==> src/rtl/smup_pkg.sv <==
`default_nettype none
// ----------------------------------------------------------------------------
// smup_pkg
// Shared types, constants and helpers for the MIDI byte to USB-MIDI packer.
// ----------------------------------------------------------------------------
package smup_pkg;

    localparam logic [7:0] RT_MIN       = 8'hF8;
    localparam logic [7:0] SYS_BASE     = 8'hF0;
    localparam logic [7:0] SC_MTC       = 8'hF1;
    localparam logic [7:0] SC_SPP       = 8'hF2;
    localparam logic [7:0] SC_SONG_SEL  = 8'hF3;
    localparam logic [7:0] SC_TUNE_REQ  = 8'hF6;

    localparam logic [3:0] KIND_PROG    = 4'hC;
    localparam logic [3:0] KIND_CHPRESS = 4'hD;
    localparam logic [3:0] KIND_SYS     = 4'hF;

    localparam logic [3:0] CIN_SC_2B    = 4'h2;
    localparam logic [3:0] CIN_SC_3B    = 4'h3;
    localparam logic [3:0] CIN_SC_1B    = 4'h5;
    localparam logic [3:0] CIN_RT       = 4'hF;

    localparam logic [1:0] LEN_NONE     = 2'd0;
    localparam logic [1:0] LEN_ONE      = 2'd1;
    localparam logic [1:0] LEN_TWO      = 2'd2;
    localparam logic [1:0] LEN_THREE    = 2'd3;

    typedef enum logic [2:0] {
        FILL_NONE   = 3'd0,
        FILL_FIRST  = 3'd2,
        FILL_SECOND = 3'd3,
        FILL_DONE   = 3'd4
    } fill_t;

    typedef struct packed {
        logic [7:0] midi_byte_2;
        logic [7:0] midi_byte_1;
        logic [7:0] midi_byte_0;
        logic [3:0] code_index;
    } packet_t;

    typedef struct packed {
        logic    valid;
        packet_t pkt;
    } parse_res_t;

    function automatic logic [3:0] code_for_status(input logic [7:0] st);
        logic [3:0] cin;
        cin = st[7:4];
        if (cin == KIND_SYS) begin
            if (st == SC_MTC || st == SC_SONG_SEL) begin
                cin = CIN_SC_2B;
            end else if (st == SC_SPP) begin
                cin = CIN_SC_3B;
            end else begin
                cin = CIN_SC_1B;
            end
        end
        return cin;
    endfunction

endpackage
`default_nettype wire

==> src/rtl/smup_in_stage.sv <==
`default_nettype none
// ----------------------------------------------------------------------------
// smup_in_stage
// Input register for received bytes; frees itself as the parser advances.
// ----------------------------------------------------------------------------
module smup_in_stage (
    input  wire logic       aclk,
    input  wire logic       aresetn,
    input  wire logic       s_tvalid,
    output logic            s_tready,
    input  wire logic [7:0] s_tdata,   // [7:0] rx_byte
    input  wire logic       advance,
    output logic            in_valid,
    output logic [7:0]      in_byte
);

    logic       valid_reg;
    logic       valid_next;
    logic [7:0] byte_reg;

    assign s_tready = !valid_reg || advance;
    assign in_valid = valid_reg;
    assign in_byte  = byte_reg;

    always_comb begin
        valid_next = valid_reg;
        if (s_tvalid && s_tready) begin
            valid_next = 1'b1;
        end else if (advance) begin
            valid_next = 1'b0;
        end
    end

    always_ff @(posedge aclk) begin
        if (!aresetn) begin
            valid_reg <= 1'b0;
        end else begin
            valid_reg <= valid_next;
        end
    end

    always_ff @(posedge aclk) begin
        if (s_tvalid && s_tready) begin
            byte_reg <= s_tdata;
        end
    end

endmodule
`default_nettype wire

==> src/rtl/smup_parser.sv <==
`default_nettype none
// ----------------------------------------------------------------------------
// smup_parser
// MIDI parse state and per-byte decision; yields at most one event packet.
// ----------------------------------------------------------------------------
module smup_parser (
    input  wire logic       aclk,
    input  wire logic       aresetn,
    input  wire logic       step,
    input  wire logic [7:0] rx_byte,
    output smup_pkg::parse_res_t res
);

    logic [7:0]           held_status_reg,  held_status_next;
    logic [7:0]           held_first_reg,   held_first_next;
    logic [7:0]           held_second_reg,  held_second_next;
    smup_pkg::fill_t      fill_reg,         fill_next;
    logic [1:0]           msg_len_reg,      msg_len_next;
    logic [7:0]           running_reg,      running_next;
    logic                 done;

    always_comb begin
        held_status_next = held_status_reg;
        held_first_next  = held_first_reg;
        held_second_next = held_second_reg;
        fill_next        = fill_reg;
        msg_len_next     = msg_len_reg;
        running_next     = running_reg;
        done             = 1'b0;
        res              = '0;

        if (rx_byte >= smup_pkg::RT_MIN) begin
            res.valid           = 1'b1;
            res.pkt.code_index  = smup_pkg::CIN_RT;
            res.pkt.midi_byte_0 = rx_byte;
            res.pkt.midi_byte_1 = 8'h00;
            res.pkt.midi_byte_2 = 8'h00;
        end else begin
            if (rx_byte[7]) begin
                held_status_next = rx_byte;
                fill_next        = smup_pkg::FILL_FIRST;
                running_next     = (rx_byte < smup_pkg::SYS_BASE) ? rx_byte : 8'h00;
                case (rx_byte[7:4])
                    smup_pkg::KIND_PROG, smup_pkg::KIND_CHPRESS: begin
                        msg_len_next = smup_pkg::LEN_TWO;
                    end
                    smup_pkg::KIND_SYS: begin
                        if (rx_byte inside {smup_pkg::SC_MTC, smup_pkg::SC_SONG_SEL}) begin
                            msg_len_next = smup_pkg::LEN_TWO;
                        end else if (rx_byte == smup_pkg::SC_SPP) begin
                            msg_len_next = smup_pkg::LEN_THREE;
                        end else if (rx_byte == smup_pkg::SC_TUNE_REQ) begin
                            msg_len_next = smup_pkg::LEN_ONE;
                        end else begin
                            msg_len_next = smup_pkg::LEN_NONE;
                            fill_next    = smup_pkg::FILL_NONE;
                        end
                    end
                    default: begin
                        msg_len_next = smup_pkg::LEN_THREE;
                    end
                endcase
            end else begin
                case (fill_reg)
                    smup_pkg::FILL_FIRST: begin
                        held_first_next = rx_byte;
                        fill_next       = smup_pkg::FILL_SECOND;
                    end
                    smup_pkg::FILL_SECOND: begin
                        held_second_next = rx_byte;
                        fill_next        = smup_pkg::FILL_DONE;
                    end
                    default: begin
                    end
                endcase
            end

            done = (fill_next != smup_pkg::FILL_NONE) &&
                   (3'(fill_next) == ({1'b0, msg_len_next} + 3'd1));

            if (done) begin
                res.valid           = 1'b1;
                res.pkt.code_index  = smup_pkg::code_for_status(held_status_next);
                res.pkt.midi_byte_0 = held_status_next;
                res.pkt.midi_byte_1 = held_first_next;
                res.pkt.midi_byte_2 = held_second_next;
                fill_next = (running_next != 8'h00) ? smup_pkg::FILL_FIRST
                                                    : smup_pkg::FILL_NONE;
            end
        end
    end

    always_ff @(posedge aclk) begin
        if (!aresetn) begin
            held_status_reg <= 8'h00;
            held_first_reg  <= 8'h00;
            held_second_reg <= 8'h00;
            fill_reg        <= smup_pkg::FILL_NONE;
            msg_len_reg     <= smup_pkg::LEN_NONE;
            running_reg     <= 8'h00;
        end else if (step) begin
            held_status_reg <= held_status_next;
            held_first_reg  <= held_first_next;
            held_second_reg <= held_second_next;
            fill_reg        <= fill_next;
            msg_len_reg     <= msg_len_next;
            running_reg     <= running_next;
        end
    end

`ifndef SYNTHESIS
    a_open_has_status: assert property (@(posedge aclk) disable iff (!aresetn)
        fill_reg != smup_pkg::FILL_NONE |-> held_status_reg[7])
        else $error("message open without a status byte");

    a_running_matches_held: assert property (@(posedge aclk) disable iff (!aresetn)
        running_reg != 8'h00 |-> (running_reg == held_status_reg && running_reg < smup_pkg::SYS_BASE))
        else $error("running status differs from held channel status");

    a_second_slot_len: assert property (@(posedge aclk) disable iff (!aresetn)
        fill_reg == smup_pkg::FILL_SECOND |-> msg_len_reg == smup_pkg::LEN_THREE)
        else $error("second data slot open on a short message");

    a_reopen_running: assert property (@(posedge aclk) disable iff (!aresetn)
        (step && done && running_next != 8'h00) |=> fill_reg == smup_pkg::FILL_FIRST)
        else $error("parse not reopened under running status");
`endif

endmodule
`default_nettype wire

==> src/rtl/smup_out_stage.sv <==
`default_nettype none
// ----------------------------------------------------------------------------
// smup_out_stage
// Result register holding one event packet until the consumer takes it.
// ----------------------------------------------------------------------------
module smup_out_stage (
    input  wire logic        aclk,
    input  wire logic        aresetn,
    input  wire logic        advance,
    input  wire smup_pkg::parse_res_t res,
    output logic             m_tvalid,
    input  wire logic        m_tready,
    output logic [31:0]      m_tdata    // [3:0] code_index, [11:4] midi_byte_0,
                                        // [19:12] midi_byte_1, [27:20] midi_byte_2
);

    logic              valid_reg;
    logic              valid_next;
    smup_pkg::packet_t pkt_reg;

    assign m_tvalid = valid_reg;
    assign m_tdata  = {4'h0, pkt_reg};

    always_comb begin
        valid_next = valid_reg;
        if (advance) begin
            valid_next = res.valid;
        end else if (m_tready) begin
            valid_next = 1'b0;
        end
    end

    always_ff @(posedge aclk) begin
        if (!aresetn) begin
            valid_reg <= 1'b0;
        end else begin
            valid_reg <= valid_next;
        end
    end

    always_ff @(posedge aclk) begin
        if (advance && res.valid) begin
            pkt_reg <= res.pkt;
        end
    end

endmodule
`default_nettype wire

==> src/rtl/serial_midi_to_usb_event_packer.sv <==
`default_nettype none
// ----------------------------------------------------------------------------
// serial_midi_to_usb_event_packer
// Packs received serial MIDI bytes into 4-byte USB-MIDI event packets.
// ----------------------------------------------------------------------------
// Takes one MIDI byte per cycle while the output is drained and gives one packet
// for each real-time byte and each completed message (running status supported);
// other bytes give nothing. A byte goes from the input register through the
// parser into the result register, from which its packet is offered on the
// result port; a new byte can be transferred every cycle as long as the result
// register is drained, and a stalled result register holds the input.
// ----------------------------------------------------------------------------
module serial_midi_to_usb_event_packer (
    input  wire logic        aclk,
    input  wire logic        aresetn,
    input  wire logic        s_tvalid,
    output logic             s_tready,
    input  wire logic [7:0]  s_tdata,   // [7:0] rx_byte
    output logic             m_tvalid,
    input  wire logic        m_tready,
    output logic [31:0]      m_tdata    // [3:0] code_index, [11:4] midi_byte_0,
                                        // [19:12] midi_byte_1, [27:20] midi_byte_2
);

    logic                 in_valid;
    logic [7:0]           in_byte;
    logic                 advance;
    smup_pkg::parse_res_t res;

    assign advance = in_valid && (!m_tvalid || m_tready);

    smup_in_stage u_in (
        .aclk     (aclk),
        .aresetn  (aresetn),
        .s_tvalid (s_tvalid),
        .s_tready (s_tready),
        .s_tdata  (s_tdata),
        .advance  (advance),
        .in_valid (in_valid),
        .in_byte  (in_byte)
    );

    smup_parser u_parser (
        .aclk    (aclk),
        .aresetn (aresetn),
        .step    (advance),
        .rx_byte (in_byte),
        .res     (res)
    );

    smup_out_stage u_out (
        .aclk     (aclk),
        .aresetn  (aresetn),
        .advance  (advance),
        .res      (res),
        .m_tvalid (m_tvalid),
        .m_tready (m_tready),
        .m_tdata  (m_tdata)
    );

endmodule
`default_nettype wire
==> config.mk <==
export PLATFORM = sky130hd
export DESIGN_NAME = serial_midi_to_usb_event_packer
export DESIGN_NICKNAME = d
export VERILOG_FILES = /design/src/rtl/smup_pkg.sv /design/src/rtl/smup_in_stage.sv /design/src/rtl/smup_parser.sv /design/src/rtl/smup_out_stage.sv /design/src/rtl/serial_midi_to_usb_event_packer.sv
export SDC_FILE = /design/constraint.sdc
export NUM_CORES = 1
export LEC_CHECK = 0
export ABC_AREA = 0
export ABC_CLOCK_PERIOD_IN_PS = 7000
export BUFFER_PORTS_ARGS = -buffer_cell sky130_fd_sc_hd__buf_4
export CORE_ASPECT_RATIO = 0.5
export CORE_MARGIN = 2
export CORE_UTILIZATION = 61
export DETAILED_ROUTE_END_ITERATION = 6
export PLACE_DENSITY = 0.84
export SLEW_MARGIN = 20
export SYNTH_ARGS = -nofsm -noshare
export SYNTH_HDL_FRONTEND = slang
export SYNTH_HIERARCHICAL = 1
export SYNTH_SLANG_ARGS = --single-unit
export TNS_END_PERCENT = 100
==> constraint.sdc <==
create_clock -name aclk -period 7 [get_ports aclk]
set_input_delay 0.35 -clock aclk [delete_from_list [all_inputs] [get_ports aclk]]
set_output_delay 0.35 -clock aclk [all_outputs]
set_load 0.005 [all_outputs]
* Word-level counts from Yosys, hierarchy flattened
Index checks and enable logic that the tools add are counted.
** Operators by class
- Equal/unequal tests :: 14
- Multiplexer cells :: 33
- Order comparisons :: 2
- $add $sub $neg :: 1
- Reduce and logical (&&, ||, !) cells :: 17
- Bitwise operators :: 2
** Operators with widths (number)
- 2-to-1 mux 8 bit :: 9
- 2-to-1 mux 29 bit :: 2
- equality test 8 bit, second input constant :: 7
- 2-to-1 mux 3 bit :: 7
- equality test 4 bit, second input constant :: 4
- 2-to-1 mux 2 bit :: 6
- >= comparator 8 bit, second input constant :: 1
- less-than comparator 8 bit, second input constant :: 1
- 2-to-1 mux 4 bit :: 2
- nonzero test 8 bit :: 1
- equality test 3 x 2 -> 1 bit, second input constant :: 2
- one-hot mux 3 bit (2 select lines) :: 1
- nonzero test 2 bit :: 3
- 2-to-1 mux 1 bit :: 5
- logical AND 1 bit :: 4
- one-hot mux 2 bit (2 select lines) :: 1
- OR reduction 2 bit :: 2
- adder 2 x 1 -> 3 bit, second input constant :: 1
- equality test 3 bit :: 1
- logical OR 1 bit :: 3
- nonzero test 3 bit :: 1
- logical NOT 1 bit :: 2
- NOT 1 bit :: 2
- AND reduction 2 bit :: 1
** Storage, ports and cells
- Flip-flop bits (word level) :: 75
- Input port bits :: 12
- Output and inout port bits :: 34

* Logic depth before layout (Yosys ltp)
- Depth in word-level cells :: 13
- Gate-level depth with buffers :: 14

* Modules after synthesis
Netlist, hierarchy kept.
** Modules (own cells, without submodules)
- smup_parser :: cells an instance 292, area an instance 2203.4 sq um, instances 1
- smup_out_stage :: cells an instance 37, area an instance 918.4 sq um, instances 1
- smup_in_stage :: cells an instance 13, area an instance 297.8 sq um, instances 1
- serial_midi_to_usb_event_packer :: cells an instance 2, area an instance 11.3 sq um, instances 1

* Least setup slack after synthesis
OpenSTA, ideal clock, no wires.
- Kind :: register -> register
- From :: register u_in.byte_reg[4], in the netlist u_in/in_byte[4]
- To :: register u_out.pkt_reg, in the netlist u_out/m_tdata[0], enable pin
- Period minus slack after synthesis :: 3.133 ns
- Path slack :: 3.867 ns
- Data arrival time :: 2.799 ns
- Stages on the path, launching flop included :: 13
- Cell sequence :: edfxtp_1 -> clkbuf_1 -> nand3_1 -> o22ai_1 -> nor2_1 -> ha_1 -> or3_1 -> a22oi_1 -> a2111oi_4 -> a211o_2 -> buf_2 -> nand2_1 -> and2_4
** RTL lines
- from (decl) :: line smup_in_stage.sv:19 : logic [7:0] byte_reg;
- from (signal assigned) :: line smup_in_stage.sv:44 : byte_reg <= s_tdata;
- to (signal assigned) :: line smup_out_stage.sv:43 : pkt_reg <= res.pkt;
- to (decl) :: line smup_out_stage.sv:19 : smup_pkg::packet_t pkt_reg;

==> flow_summary_export.csv <==
group,metric,value,unit
global_routing,grt_pass1_wl,11800,microns
drt,first_pass_iters,5,
global_routing,overflow,0,
worst_hold_path,hold_path.class,"in2reg",
die,std_cell_rows,19,
worst_setup_path,cp_max_fo,29,
synthesis,synthTopCellsByArea,"edfxtp_1, dfxtp_1, nand2_1",
clock_network,clkTransAtPathRegs,0.07,ns
die,die_y,57.0,microns
drt,wire_per_inst,16.1,microns
global_routing,grt_max_degree,30,
place,place_congestion,0.877,
drt,drc,0,
clock_network,clock-sinks,75,
timing,fmax,0.255,GHz
worst_setup_path,cp_slowest_stage_delay,0.97,ns
power_and_ir_drop,ir_drop,157,uV
global_routing,antenna_found_initial,0,
finish,drive_above_1_share,21.0,%
synthesis,synth_warnings,6,
synthesis,yosys.area.top_type,"edfxtp_1",
clock_network,clockBufferDepth,2,
clock_network,cts_setup_buffers,0,
synthesis,synth_async_sr_flop_share,0,%
synthesis,synth_area_per_cell,9.97,sq um
finish,area_growth,14.0,%
clock_network,cts_tree,"yes",
synthesis,synth_flop_cell,"dfxtp_1",
flow_run,drv_cap,0,
place,dp_hpwl,4800,microns
global_routing,grt_pass1_vias,2382,
power_and_ir_drop,pwr_density_cell,234,nW/um^2
place,portBuffers,41,
finish,most-common-layout-cells,"nand2_1, buf_4, dfxtp_1",
worst_setup_path,critical_path_buf_inv_count,0,
clock_network,cts_resized,0,
timing,slew_violations,0,
synthesis,synth_top_area_share,31.5,%
timing,setup_violations,0,
drt,first_iter_violations,303,
synthesis,yosysSeqAreaShare,54.3,%
die,die_area,6280,sq um
drt,viasPerCell,5.90,
power_and_ir_drop,p_leak,1.43,nW
timing,clock-skew-final,0.0117,ns
die,start_util,63.0,%
timing,min_period_over_period,56.0,%
die,die_w,110,microns
global_routing,grt_util_all_layers,25.2,%
finish,largest_reg_flops,28,
clock_network,ctsHoldBuffers,0,
die,coreArea,5440,sq um
drt,wirelength,7260,microns
clock_network,root_buffer,"clkbuf_8",
finish,final_net_count,385,
die,ioPinCount,46,
place,dpl.cell_count,434,
worst_setup_path,cp.arrival,3.93,ns
drt,ant_nets,0,
worst_setup_path,path_class,"reg2reg",
worst_setup_path,crit_required,7.01,ns
worst_setup_path,crit_chain,"nand2_1 -> o22ai_1 -> nor2_1 -> ha_1 -> or3_1 -> a22oi_1 -> a2111oi_4 -> a211o_2 -> nand2_1 -> and2_4",
worst_setup_path,path_common_cell,"nand2_1",
clock_network,cts_buffers,9,
timing,period_needed,3.92,ns
worst_setup_path,cp_top_family,"simple AND/OR/NAND/NOR gates",
timing,fin_setup_tns,0,ns
synthesis,synthCells,344,
synthesis,yosysUniqueCellTypes,56,
outcome,status,"complete, no violations",
finish,stdcell_count,450,
finish,layout_commonest_cell,"nand2_1",
clock_network,clk_latency,0.35,ns
worst_setup_path,crit_path_end_kind,"flip-flop",
synthesis,synth-edff-count,36,
timing,hold_viol_final,0,
timing,rsz0062_at_grt,"no",
timing,slew_headroom,37.6,%
finish,antennaDiodeCount,0,
synthesis,ys_seq_elements,75,
drt,vias,2654,
worst_setup_path,slowest_stage,"edfxtp_1",
worst_setup_path,crit_path_start_kind,"flip-flop",
synthesis,netlist_area,3430,sq um
clock_network,cts.htree.levels,3,
timing,worstMarginPinSlew,0.936,ns
## final cells by class
cell class / instances / area (sq um)
sequential: 75 / 1860
tap: 73 / 91.3
clock buffer: 10 / 128
clock inverter: 6 / 66.3
fill: 384 / 1530
inverter: 9 / 33.8
multi-input combinational: 234 / 1410
timing repair buffer: 43 / 323
## metal layers
metal	global-route usage [%]	vias to the layer above	wire length, microns
li1	-	1273	-
met1	34.5	1236	3160
met2	36.7	123	3320
met3	8.46	22	623
met4	11.0	0	164
met5	0	-	0
## report_power, final
part | switching [mW] | internal, mW
Clock | 0.155 | 0.164
Sequential | 0.0212 | 0.475
Combinational | 0.0601 | 0.0392
## cells in the mapped netlist, types with 2 or more instances
library cell,number
nand2b_1,4
clkbuf_1,10
nor2_2,2
dfxtp_1,39
o21ai_1,4
o21a_1,2
a21boi_0,17
o22ai_1,2
o21ai_0,9
a31oi_1,6
a21boi_2,2
nor2_1,16
nor3_1,4
nor3b_1,4
mux2i_1,9
o211a_1,2
a21oi_1,24
a211oi_2,2
and3_1,3
nand3_1,25
nor4_1,3
buf_4,6
nand2_1,59
buf_2,10
a21boi_1,2
edfxtp_1,36
buf_1,2
and2_4,2
or3_1,3
inv_1,9
## through the flow
step	instance area, sq um	worst slack (ns)	power, mW	utilization (%)	hold slack [ns]
after CTS	3900	3.18	0.917	71.7	0.165
after detailed placement	3710	3.21	0.602	68.1	0.449
after global placement	3710	3.33	0.597	68.1	0.441
after global routing	3910	2.83	0.953	71.8	0.156
after floorplan	3440	3.87	0.576	-	0.436
final	3910	3.08	0.916	71.8	0.174
## final timing paths
kind                            from                      end  slack, ns  cells after the start
max                  u_in/in_byte[7]         u_out/m_tdata[0]       3.08                     10
min                       s_tdata[5]          u_in/in_byte[5]       0.17                      1
max reg2reg          u_in/in_byte[7]         u_out/m_tdata[0]       3.08                     10
min reg2reg  u_parser/msg_len_reg[1]  u_parser/msg_len_reg[1]       0.46                      2
## cell families (layout without fill, tap and decap cells)
group           after synthesis  after routing  share of synthesized area [%]
mux                           9              9                           2.63
other cells                   1              4                          0.109
buf+inv                      38             68                           5.40
xor+xnor                      1              1                          0.255
fa+ha+maj                     1              1                          0.365
simple gates                134            134                           19.7
compound gates               85             85                           17.3
flops                        75             75                           54.3
(Power assumes the default switching activity.)
